$ cat src/hdl/psc_pkg.sv
package psc_pkg;

  // coordinate format
  localparam int COORD_BITS = 24;
  localparam int FRAC_BITS  = 16;
  localparam int MUL_W      = COORD_BITS + 2;
  localparam int PROD_W     = 2 * MUL_W;
  localparam int MIN_W      = 2 * COORD_BITS + 3;
  localparam int DEN_W      = 2 * COORD_BITS + 2;
  localparam int ROOT_W     = COORD_BITS + 2;
  localparam int OUT_W      = COORD_BITS + 2;
  localparam int T_W        = FRAC_BITS + 1;
  localparam int DIV_CNT_W  = $clog2(FRAC_BITS);
  localparam int ROOT_CNT_W = $clog2(ROOT_W);
  localparam int ADDR_W     = 4;

  // register map indexes
  localparam logic [1:0] REG_OBS_X  = 2'd0;
  localparam logic [1:0] REG_OBS_Y  = 2'd1;
  localparam logic [1:0] REG_OBS_Z  = 2'd2;
  localparam logic [1:0] REG_RADIUS = 2'd3;

  // reset values of the registers
  localparam logic [COORD_BITS-1:0] OBS_X_RST  = COORD_BITS'(32768);
  localparam logic [COORD_BITS-1:0] OBS_Y_RST  = COORD_BITS'(39322);
  localparam logic [COORD_BITS-1:0] OBS_Z_RST  = '0;
  localparam logic [COORD_BITS-2:0] RADIUS_RST = (COORD_BITS-1)'(19661);

  typedef enum logic [8:0] {
    ST_IDLE = 9'b000000001,
    ST_PT   = 9'b000000010,
    ST_DEN  = 9'b000000100,
    ST_DOT  = 9'b000001000,
    ST_DIV  = 9'b000010000,
    ST_TU   = 9'b000100000,
    ST_SEG  = 9'b001000000,
    ST_SQRT = 9'b010000000,
    ST_OUT  = 9'b100000000
  } state_t;

  typedef struct packed {
    logic start;
    logic done;
  } sqrt_ctl_t;

endpackage

$ cat src/hdl/psc_isqrt.sv
module psc_isqrt (
  input  logic                       clk,
  input  logic                       rst_n,
  input  logic                       start,
  input  logic [psc_pkg::MIN_W-1:0]  value,
  output logic                       done,
  output logic [psc_pkg::ROOT_W-1:0] root
);
  import psc_pkg::*;

  logic [MIN_W-1:0]      n_r, n_nxt;
  logic [MIN_W-1:0]      res_r, res_nxt;
  logic [MIN_W-1:0]      bit_r, bit_nxt;
  logic [ROOT_CNT_W-1:0] cnt_r, cnt_nxt;
  logic                  busy_r, busy_nxt;
  logic                  done_r, done_nxt;
  logic [MIN_W:0]        trial;

  // one result bit per cycle, digit by digit
  always_comb begin
    trial    = {1'b0, res_r} + {1'b0, bit_r};
    n_nxt    = n_r;
    res_nxt  = res_r;
    bit_nxt  = bit_r;
    cnt_nxt  = cnt_r;
    busy_nxt = busy_r;
    done_nxt = 1'b0;
    if (start) begin
      n_nxt    = value;
      res_nxt  = '0;
      bit_nxt  = MIN_W'(1) << (2 * (ROOT_W - 1));
      cnt_nxt  = '0;
      busy_nxt = 1'b1;
    end else if (busy_r) begin
      if ({1'b0, n_r} >= trial) begin
        n_nxt   = n_r - trial[MIN_W-1:0];
        res_nxt = (res_r >> 1) + bit_r;
      end else begin
        res_nxt = res_r >> 1;
      end
      bit_nxt = bit_r >> 2;
      cnt_nxt = cnt_r + 1'b1;
      if (cnt_r == ROOT_CNT_W'(ROOT_W - 1)) begin
        busy_nxt = 1'b0;
        done_nxt = 1'b1;
      end
    end
  end

  always_ff @(posedge clk) begin
    n_r   <= n_nxt;
    res_r <= res_nxt;
    bit_r <= bit_nxt;
    cnt_r <= cnt_nxt;
    if (!rst_n) begin
      busy_r <= 1'b0;
      done_r <= 1'b0;
    end else begin
      busy_r <= busy_nxt;
      done_r <= done_nxt;
    end
  end

  assign done = done_r;
  assign root = res_r[ROOT_W-1:0];

endmodule

$ cat src/hdl/polyline_sphere_clearance_unit.sv
// Polyline clearance against a spherical obstacle.
// Input channel (in_valid/in_ready): one waypoint per beat, signed fixed point
// coordinates, plus a first flag that starts a new path. Result channel
// (out_valid/out_ready): one beat per waypoint with the running clearance,
// floor(sqrt(min squared distance)) minus the safe radius, and a collision-free
// flag. The obstacle center and safe radius sit in APB registers at 0x0, 0x4,
// 0x8 and 0xC; write them only while the block is idle.
// A waypoint keeps in_ready low while it is processed: three multiply-accumulates
// each for the point distance, segment length and dot product, 16 divide steps
// for the projection when it needs the divide, six for the closest point, 26
// square root steps, then finishing the root and loading the result.
// Without a segment only the point distance and the root are done; a repeated
// waypoint skips the projection, and a clamped one skips the divide. The result
// beat appears in the cycle in_ready returns high. All of it runs on one shared
// multiplier and one square root unit.
// The output register holds a result while out_ready is low; the next
// waypoint may be accepted then, but its result waits for the register.
// Reset clears the path state and returns the registers to their defaults.
module polyline_sphere_clearance_unit (
  input  logic                               clk,
  input  logic                               rst_n,
  input  logic                               in_valid,
  output logic                               in_ready,
  input  logic signed [psc_pkg::COORD_BITS-1:0] in_point_x,
  input  logic signed [psc_pkg::COORD_BITS-1:0] in_point_y,
  input  logic signed [psc_pkg::COORD_BITS-1:0] in_point_z,
  input  logic                               in_first,
  output logic                               out_valid,
  input  logic                               out_ready,
  output logic signed [psc_pkg::OUT_W-1:0]   out_clearance,
  output logic                               out_collision_free,
  input  logic                               psel,
  input  logic                               penable,
  input  logic                               pwrite,
  input  logic [psc_pkg::ADDR_W-1:0]         paddr,
  input  logic [31:0]                        pwdata,
  output logic [31:0]                        prdata,
  output logic                               pready
);
  import psc_pkg::*;

  state_t state_r, state_nxt;

  logic [COORD_BITS-1:0] obs_x_r, obs_y_r, obs_z_r;
  logic [COORD_BITS-2:0] radius_r;
  logic signed [COORD_BITS-1:0] prev_x_r, prev_y_r, prev_z_r;
  logic signed [COORD_BITS-1:0] q_x_r, q_y_r, q_z_r;
  logic have_prev_r, have_prev_nxt;
  logic [MIN_W-1:0] min_r, min_nxt;
  logic signed [PROD_W-1:0] acc_r, acc_nxt;
  logic [DEN_W-1:0] den_r, den_nxt;
  logic [DEN_W-1:0] rem_r, rem_nxt;
  logic [T_W-1:0] t_r, t_nxt;
  logic signed [PROD_W-1:0] tu_r, tu_nxt;
  logic [1:0] ax_r, ax_nxt;
  logic [DIV_CNT_W-1:0] div_cnt_r, div_cnt_nxt;
  logic out_valid_r, out_valid_nxt;
  logic signed [OUT_W-1:0] clr_r, clr_nxt;
  logic cfree_r, cfree_nxt;

  logic in_acc;
  logic cfg_wr;
  logic signed [MUL_W-1:0] sel_q, sel_p, sel_o;
  logic signed [MUL_W-1:0] u_ax, v_ax, d_pt, c_ax, d_seg;
  logic signed [MUL_W-1:0] mul_a, mul_b;
  logic signed [PROD_W-1:0] prod, acc_fin;
  logic [DEN_W:0] rem_dbl;
  logic signed [OUT_W:0] clr_full;
  logic sq_start;
  logic sq_done;
  logic [ROOT_W-1:0] root;

  assign in_ready = (state_r == ST_IDLE);
  assign in_acc   = in_valid && in_ready;
  assign pready   = 1'b1;
  assign cfg_wr   = psel && penable && pwrite;

  // register read back
  always_comb begin
    case (paddr[3:2])
      REG_OBS_X:  prdata = 32'(obs_x_r);
      REG_OBS_Y:  prdata = 32'(obs_y_r);
      REG_OBS_Z:  prdata = 32'(obs_z_r);
      REG_RADIUS: prdata = 32'(radius_r);
      default:    prdata = '0;
    endcase
  end

  // axis selection for the shared multiplier
  always_comb begin
    case (ax_r)
      2'd0: begin
        sel_q = MUL_W'(q_x_r);
        sel_p = MUL_W'(prev_x_r);
        sel_o = MUL_W'($signed(obs_x_r));
      end
      2'd1: begin
        sel_q = MUL_W'(q_y_r);
        sel_p = MUL_W'(prev_y_r);
        sel_o = MUL_W'($signed(obs_y_r));
      end
      default: begin
        sel_q = MUL_W'(q_z_r);
        sel_p = MUL_W'(prev_z_r);
        sel_o = MUL_W'($signed(obs_z_r));
      end
    endcase
    d_pt  = sel_q - sel_o;
    u_ax  = sel_q - sel_p;
    v_ax  = sel_o - sel_p;
    c_ax  = sel_p + MUL_W'(tu_r >>> FRAC_BITS);
    d_seg = sel_o - c_ax;
  end

  // operand mux and the one multiplier
  always_comb begin
    case (state_r)
      ST_DEN: begin
        mul_a = u_ax;
        mul_b = u_ax;
      end
      ST_DOT: begin
        mul_a = u_ax;
        mul_b = v_ax;
      end
      ST_TU: begin
        mul_a = MUL_W'($signed({1'b0, t_r}));
        mul_b = u_ax;
      end
      ST_SEG: begin
        mul_a = d_seg;
        mul_b = d_seg;
      end
      default: begin
        mul_a = d_pt;
        mul_b = d_pt;
      end
    endcase
    prod    = mul_a * mul_b;
    acc_fin = acc_r + prod;
  end

  assign rem_dbl  = {rem_r, 1'b0};
  assign clr_full = $signed({1'b0, root}) - $signed({(OUT_W - COORD_BITS + 2)'(0), radius_r});

  // sequencer
  always_comb begin
    state_nxt     = state_r;
    have_prev_nxt = have_prev_r;
    min_nxt       = min_r;
    acc_nxt       = acc_r;
    den_nxt       = den_r;
    rem_nxt       = rem_r;
    t_nxt         = t_r;
    tu_nxt        = tu_r;
    ax_nxt        = ax_r;
    div_cnt_nxt   = div_cnt_r;
    out_valid_nxt = out_valid_r;
    clr_nxt       = clr_r;
    cfree_nxt     = cfree_r;
    sq_start      = 1'b0;
    if (out_valid_r && out_ready) begin
      out_valid_nxt = 1'b0;
    end
    case (state_r)
      ST_IDLE: begin
        if (in_acc) begin
          if (in_first) begin
            have_prev_nxt = 1'b0;
            min_nxt       = '1;
          end
          acc_nxt   = '0;
          ax_nxt    = '0;
          state_nxt = ST_PT;
        end
      end
      ST_PT: begin
        acc_nxt = acc_fin;
        ax_nxt  = ax_r + 1'b1;
        if (ax_r == 2'd2) begin
          if (acc_fin[MIN_W-1:0] < min_r) begin
            min_nxt = acc_fin[MIN_W-1:0];
          end
          acc_nxt = '0;
          ax_nxt  = '0;
          if (have_prev_r) begin
            state_nxt = ST_DEN;
          end else begin
            state_nxt = ST_SQRT;
          end
        end
      end
      ST_DEN: begin
        acc_nxt = acc_fin;
        ax_nxt  = ax_r + 1'b1;
        if (ax_r == 2'd2) begin
          den_nxt   = acc_fin[DEN_W-1:0];
          acc_nxt   = '0;
          ax_nxt    = '0;
          state_nxt = ST_DOT;
        end
      end
      ST_DOT: begin
        acc_nxt = acc_fin;
        ax_nxt  = ax_r + 1'b1;
        if (ax_r == 2'd2) begin
          acc_nxt     = '0;
          ax_nxt      = '0;
          div_cnt_nxt = '0;
          rem_nxt     = acc_fin[DEN_W-1:0];
          t_nxt       = '0;
          state_nxt   = ST_TU;
          if (den_r == '0) begin
            state_nxt = ST_SQRT;
          end else if (acc_fin[PROD_W-1] || acc_fin == '0) begin
            t_nxt = '0;
          end else if (acc_fin >= $signed({2'b00, den_r})) begin
            t_nxt = T_W'(1) << FRAC_BITS;
          end else begin
            state_nxt = ST_DIV;
          end
        end
      end
      ST_DIV: begin
        // restoring division, one quotient bit per cycle
        if (rem_dbl >= {1'b0, den_r}) begin
          rem_nxt = DEN_W'(rem_dbl - {1'b0, den_r});
          t_nxt   = {t_r[T_W-2:0], 1'b1};
        end else begin
          rem_nxt = rem_dbl[DEN_W-1:0];
          t_nxt   = {t_r[T_W-2:0], 1'b0};
        end
        div_cnt_nxt = div_cnt_r + 1'b1;
        if (div_cnt_r == DIV_CNT_W'(FRAC_BITS - 1)) begin
          state_nxt = ST_TU;
        end
      end
      ST_TU: begin
        tu_nxt    = prod;
        state_nxt = ST_SEG;
      end
      ST_SEG: begin
        acc_nxt   = acc_fin;
        ax_nxt    = ax_r + 1'b1;
        state_nxt = ST_TU;
        if (ax_r == 2'd2) begin
          if (acc_fin[MIN_W-1:0] < min_r) begin
            min_nxt = acc_fin[MIN_W-1:0];
          end
          ax_nxt    = '0;
          state_nxt = ST_SQRT;
        end
      end
      ST_SQRT: begin
        if (sq_done) begin
          state_nxt = ST_OUT;
        end
      end
      ST_OUT: begin
        if (!out_valid_r || out_ready) begin
          out_valid_nxt = 1'b1;
          clr_nxt       = clr_full[OUT_W-1:0];
          cfree_nxt     = !clr_full[OUT_W];
          state_nxt     = ST_IDLE;
        end
      end
      default: begin
        state_nxt = ST_IDLE;
      end
    endcase
    // root starts on entry to the square root state
    if (state_nxt == ST_SQRT && state_r != ST_SQRT) begin
      sq_start      = 1'b1;
      have_prev_nxt = 1'b1;
    end
  end

  psc_isqrt u_isqrt (
    .clk   (clk),
    .rst_n (rst_n),
    .start (sq_start),
    .value (min_nxt),
    .done  (sq_done),
    .root  (root)
  );

  // datapath registers
  always_ff @(posedge clk) begin
    acc_r     <= acc_nxt;
    den_r     <= den_nxt;
    rem_r     <= rem_nxt;
    t_r       <= t_nxt;
    tu_r      <= tu_nxt;
    div_cnt_r <= div_cnt_nxt;
    clr_r     <= clr_nxt;
    cfree_r   <= cfree_nxt;
    if (in_acc) begin
      q_x_r <= in_point_x;
      q_y_r <= in_point_y;
      q_z_r <= in_point_z;
    end
  end

  // control, path state and configuration
  always_ff @(posedge clk) begin
    if (!rst_n) begin
      state_r     <= ST_IDLE;
      have_prev_r <= 1'b0;
      min_r       <= '1;
      ax_r        <= '0;
      out_valid_r <= 1'b0;
      prev_x_r    <= '0;
      prev_y_r    <= '0;
      prev_z_r    <= '0;
      obs_x_r     <= OBS_X_RST;
      obs_y_r     <= OBS_Y_RST;
      obs_z_r     <= OBS_Z_RST;
      radius_r    <= RADIUS_RST;
    end else begin
      state_r     <= state_nxt;
      have_prev_r <= have_prev_nxt;
      min_r       <= min_nxt;
      ax_r        <= ax_nxt;
      out_valid_r <= out_valid_nxt;
      if (sq_start) begin
        prev_x_r <= q_x_r;
        prev_y_r <= q_y_r;
        prev_z_r <= q_z_r;
      end
      if (cfg_wr) begin
        case (paddr[3:2])
          REG_OBS_X:  obs_x_r  <= pwdata[COORD_BITS-1:0];
          REG_OBS_Y:  obs_y_r  <= pwdata[COORD_BITS-1:0];
          REG_OBS_Z:  obs_z_r  <= pwdata[COORD_BITS-1:0];
          REG_RADIUS: radius_r <= pwdata[COORD_BITS-2:0];
          default: ;
        endcase
      end
    end
  end

  assign out_valid          = out_valid_r;
  assign out_clearance      = clr_r;
  assign out_collision_free = cfree_r;

endmodule

$ cat config.mk
export PLATFORM = sky130hd
export DESIGN_NAME = polyline_sphere_clearance_unit
export DESIGN_NICKNAME = d
export VERILOG_FILES = /design/src/hdl/psc_pkg.sv /design/src/hdl/psc_isqrt.sv /design/src/hdl/polyline_sphere_clearance_unit.sv
export SDC_FILE = /design/constraint.sdc
export NUM_CORES = 2
export LEC_CHECK = 0
export BUFFER_PORTS_ARGS = -buffer_cell sky130_fd_sc_hd__buf_4
export CAP_MARGIN = 30
export CORE_MARGIN = 5
export CORE_UTILIZATION = 41
export DETAILED_ROUTE_END_ITERATION = 8
export SLEW_MARGIN = 20
export SYNTH_ARGS = -nofsm -noshare
export SYNTH_HDL_FRONTEND = slang
export SYNTH_SLANG_ARGS = --single-unit
$ cat constraint.sdc
create_clock -name clk -period 23.8 [get_ports clk]
set_clock_uncertainty 0.1 [all_clocks]
set_input_delay 2.38 -clock clk [delete_from_list [all_inputs] [get_ports clk]]
set_output_delay 2.38 -clock clk [all_outputs]
set_load 0.05 [all_outputs]
==> flow_summary.json <==
{
  "ys_seq_area_frac": 0.234,
  "ctsResizeCount": 0,
  "rows": 153,
  "dieArea_sq_um": 184000,
  "n_fill_cell": 16800,
  "arrival_ps": 20170,
  "drive_above_1_share": 0.0703,
  "ant_nets": 0,
  "path_class": "register to register",
  "yosys_warnings": 0,
  "synth_top_area_share": 0.206,
  "gp_congestion": 0.946,
  "fp.dieH_um": 429,
  "synth_area_sq_um": 71900,
  "synthSimpleGateAreaFrac": 0.161,
  "fin_crit_ps": 19860,
  "finalMaxSlewViolations": 0,
  "cts_hold_buf": 0,
  "worst_slew_pin_slew_ps": 1060,
  "synth_mux_area_frac": 0.0323,
  "dp.cells": 10500,
  "multiInputGateArea_sq_um": 50100,
  "grt_pass1_wl_um": 349000,
  "cts.path.max_buffers": 3,
  "clk_latency_ps": 690,
  "cts_sinks": 664,
  "die_x_um": 429,
  "port_buffers": 158,
  "synthFlopType": "edfxtp_1",
  "synth_cell_types": 91,
  "final_cells": 10600,
  "slowest_stage": "dfxtp_4",
  "coreArea_sq_um": 174000,
  "critPathMaxFanout": 58,
  "antenna_found_initial": 7,
  "avgViaCountPerCell": 5.56,
  "h-tree-depth": 3,
  "synth_xor_area_frac": 0.0442,
  "wl_per_cell_um": 21.5,
  "worstPathRequired_ps": 24100,
  "max_stage_delay_ps": 880,
  "cp_top_family": "compound AO/OA/AOI/OAI gates",
  "setup_viol": 0,
  "synth_edf_count": 349,
  "grt_overflow": 0,
  "fin_setup_tns_ps": 0,
  "max_freq_mhz": 50.3,
  "synth_area_leaders": "fa_1 21%, edfxtp_1 15%, ha_1 10%",
  "clk_pin_slew_ps": 60,
  "hpwlAfterDp_um": 178000,
  "relSlewSlack": 0.290,
  "cts_buffers": 78,
  "synth-async-reset-ratio": 0,
  "drc": 0,
  "hold_violations": 0,
  "hold_class": "register to register",
  "wirelength_um": 228000,
  "synth_cells": 8184,
  "firstDrtPassIters": 5,
  "ys_ff_latch": 664,
  "synth_fa_ha_area_frac": 0.306,
  "rsz0062_at_grt": "no",
  "drt_iter0_drc": 4591,
  "syn_area_per_cell_sq_um": 8.78,
  "syn_to_final_growth_pct": 9.81,
  "grt_pass1_vias": 58100,
  "initial_core_util": 0.413,
  "track_usage": 0.242,
  "register_area_sq_um": 16800,
  "max-cap-violations": 0,
  "setup.worst_path.start_class": "register",
  "synth_top_cell_by_area": "fa_1",
  "vias": 59200,
  "endpoint_kind": "register",
  "cts_setup_buffers": 0,
  "cts_tree": "built",
  "synth_top_family_by_area": "adder cells",
  "synth.most_common_cell": "nand2_1",
  "fin_crit_sh": 0.835,
  "clockRootBuffer": "clkbuf_16",
  "synth_compound_area_frac": 0.149,
  "outcome": "finished, final reports clean",
  "layout.nets": 9672,
  "crit_buf_inv": 9,
  "synthTopCellsByCount": "1,217 x nand2_1, 1,034 x inv_1, 739 x fa_1",
  "design.portCount": 178,
  "grt_max_degree": 99
}
metal layers:
layer  wire length, um  track usage  share of wire
met2            105000        0.390           0.46
met4             10300       0.0938          0.045
met1             98600        0.326           0.43
met3             14800       0.0396          0.065
met5                63            0        0.00028
stage by stage:
stage	util	worst slack (ps)	area, sq um	hold WS, ps
after floorplan	-	7400	71900	342
after global placement	0.437	3860	76000	352
after detailed placement	0.437	4240	76100	359
after CTS	0.453	4170	78800	366
after global routing	0.453	2760	78900	379
final	0.453	3940	78900	363
flip-flops by register name, summed over array words and instances, names as in the netlist, 26 cells and up:
name	cells
tu_r	26
min_r	51
den_r	50
u_isqrt.bit_r	26
u_isqrt.n_r	51
rem_r	50
out_clearance	26
u_isqrt.res_r	51
acc_r	52
tightest hold or removal path, stage by stage (launching register included):
cell and delay, ps:
dfxtp_1 310, nand2_1 40, a21boi_0 60
kinds of logic after synthesis:
logic type / count (synthesis)
flops: 664
xor+xnor: 363
buf+inv: 1383
mux: 203
compound gates: 1661
fa+ha+maj: 1317
other cells: 2
simple gates: 2591
placed cells by master, fill, tap and decap left out, types with 211 or more instances in the layout:
master / count
inv_1: 1034
o21ai_0: 358
nand2_1: 1216
buf_4: 309
nor2_1: 570
a21oi_1: 405
dfxtp_1: 312
edfxtp_1: 349
xnor2_1: 211
fa_1: 739
ha_1: 576
path summary, 6_finish.rpt:
check	from	to	slack [ps]	depth (start not counted)
setup / recovery	ax_r[0]	u_isqrt.n_r[45]	3940	64
hold / removal	prev_z_r[3]	prev_z_r[3]	360	2
setup reg to reg	ax_r[0]	u_isqrt.n_r[45]	3940	64
hold reg to reg	prev_z_r[3]	prev_z_r[3]	360	2
cell type report:
cell class / count / area share
inverter: 1034 / 0.0492
timing repair buffer: 319 / 0.0314
antenna: 5 / 0.000159
tap: 2325 / 0.0369
clock inverter: 46 / 0.00699
multi-input combinational: 6144 / 0.635
clock buffer: 100 / 0.0274
sequential: 664 / 0.213
Power is left out: the tool's default activity adds up to more than one toggle a clock period on the data nets, which glitch-free logic cannot reach.
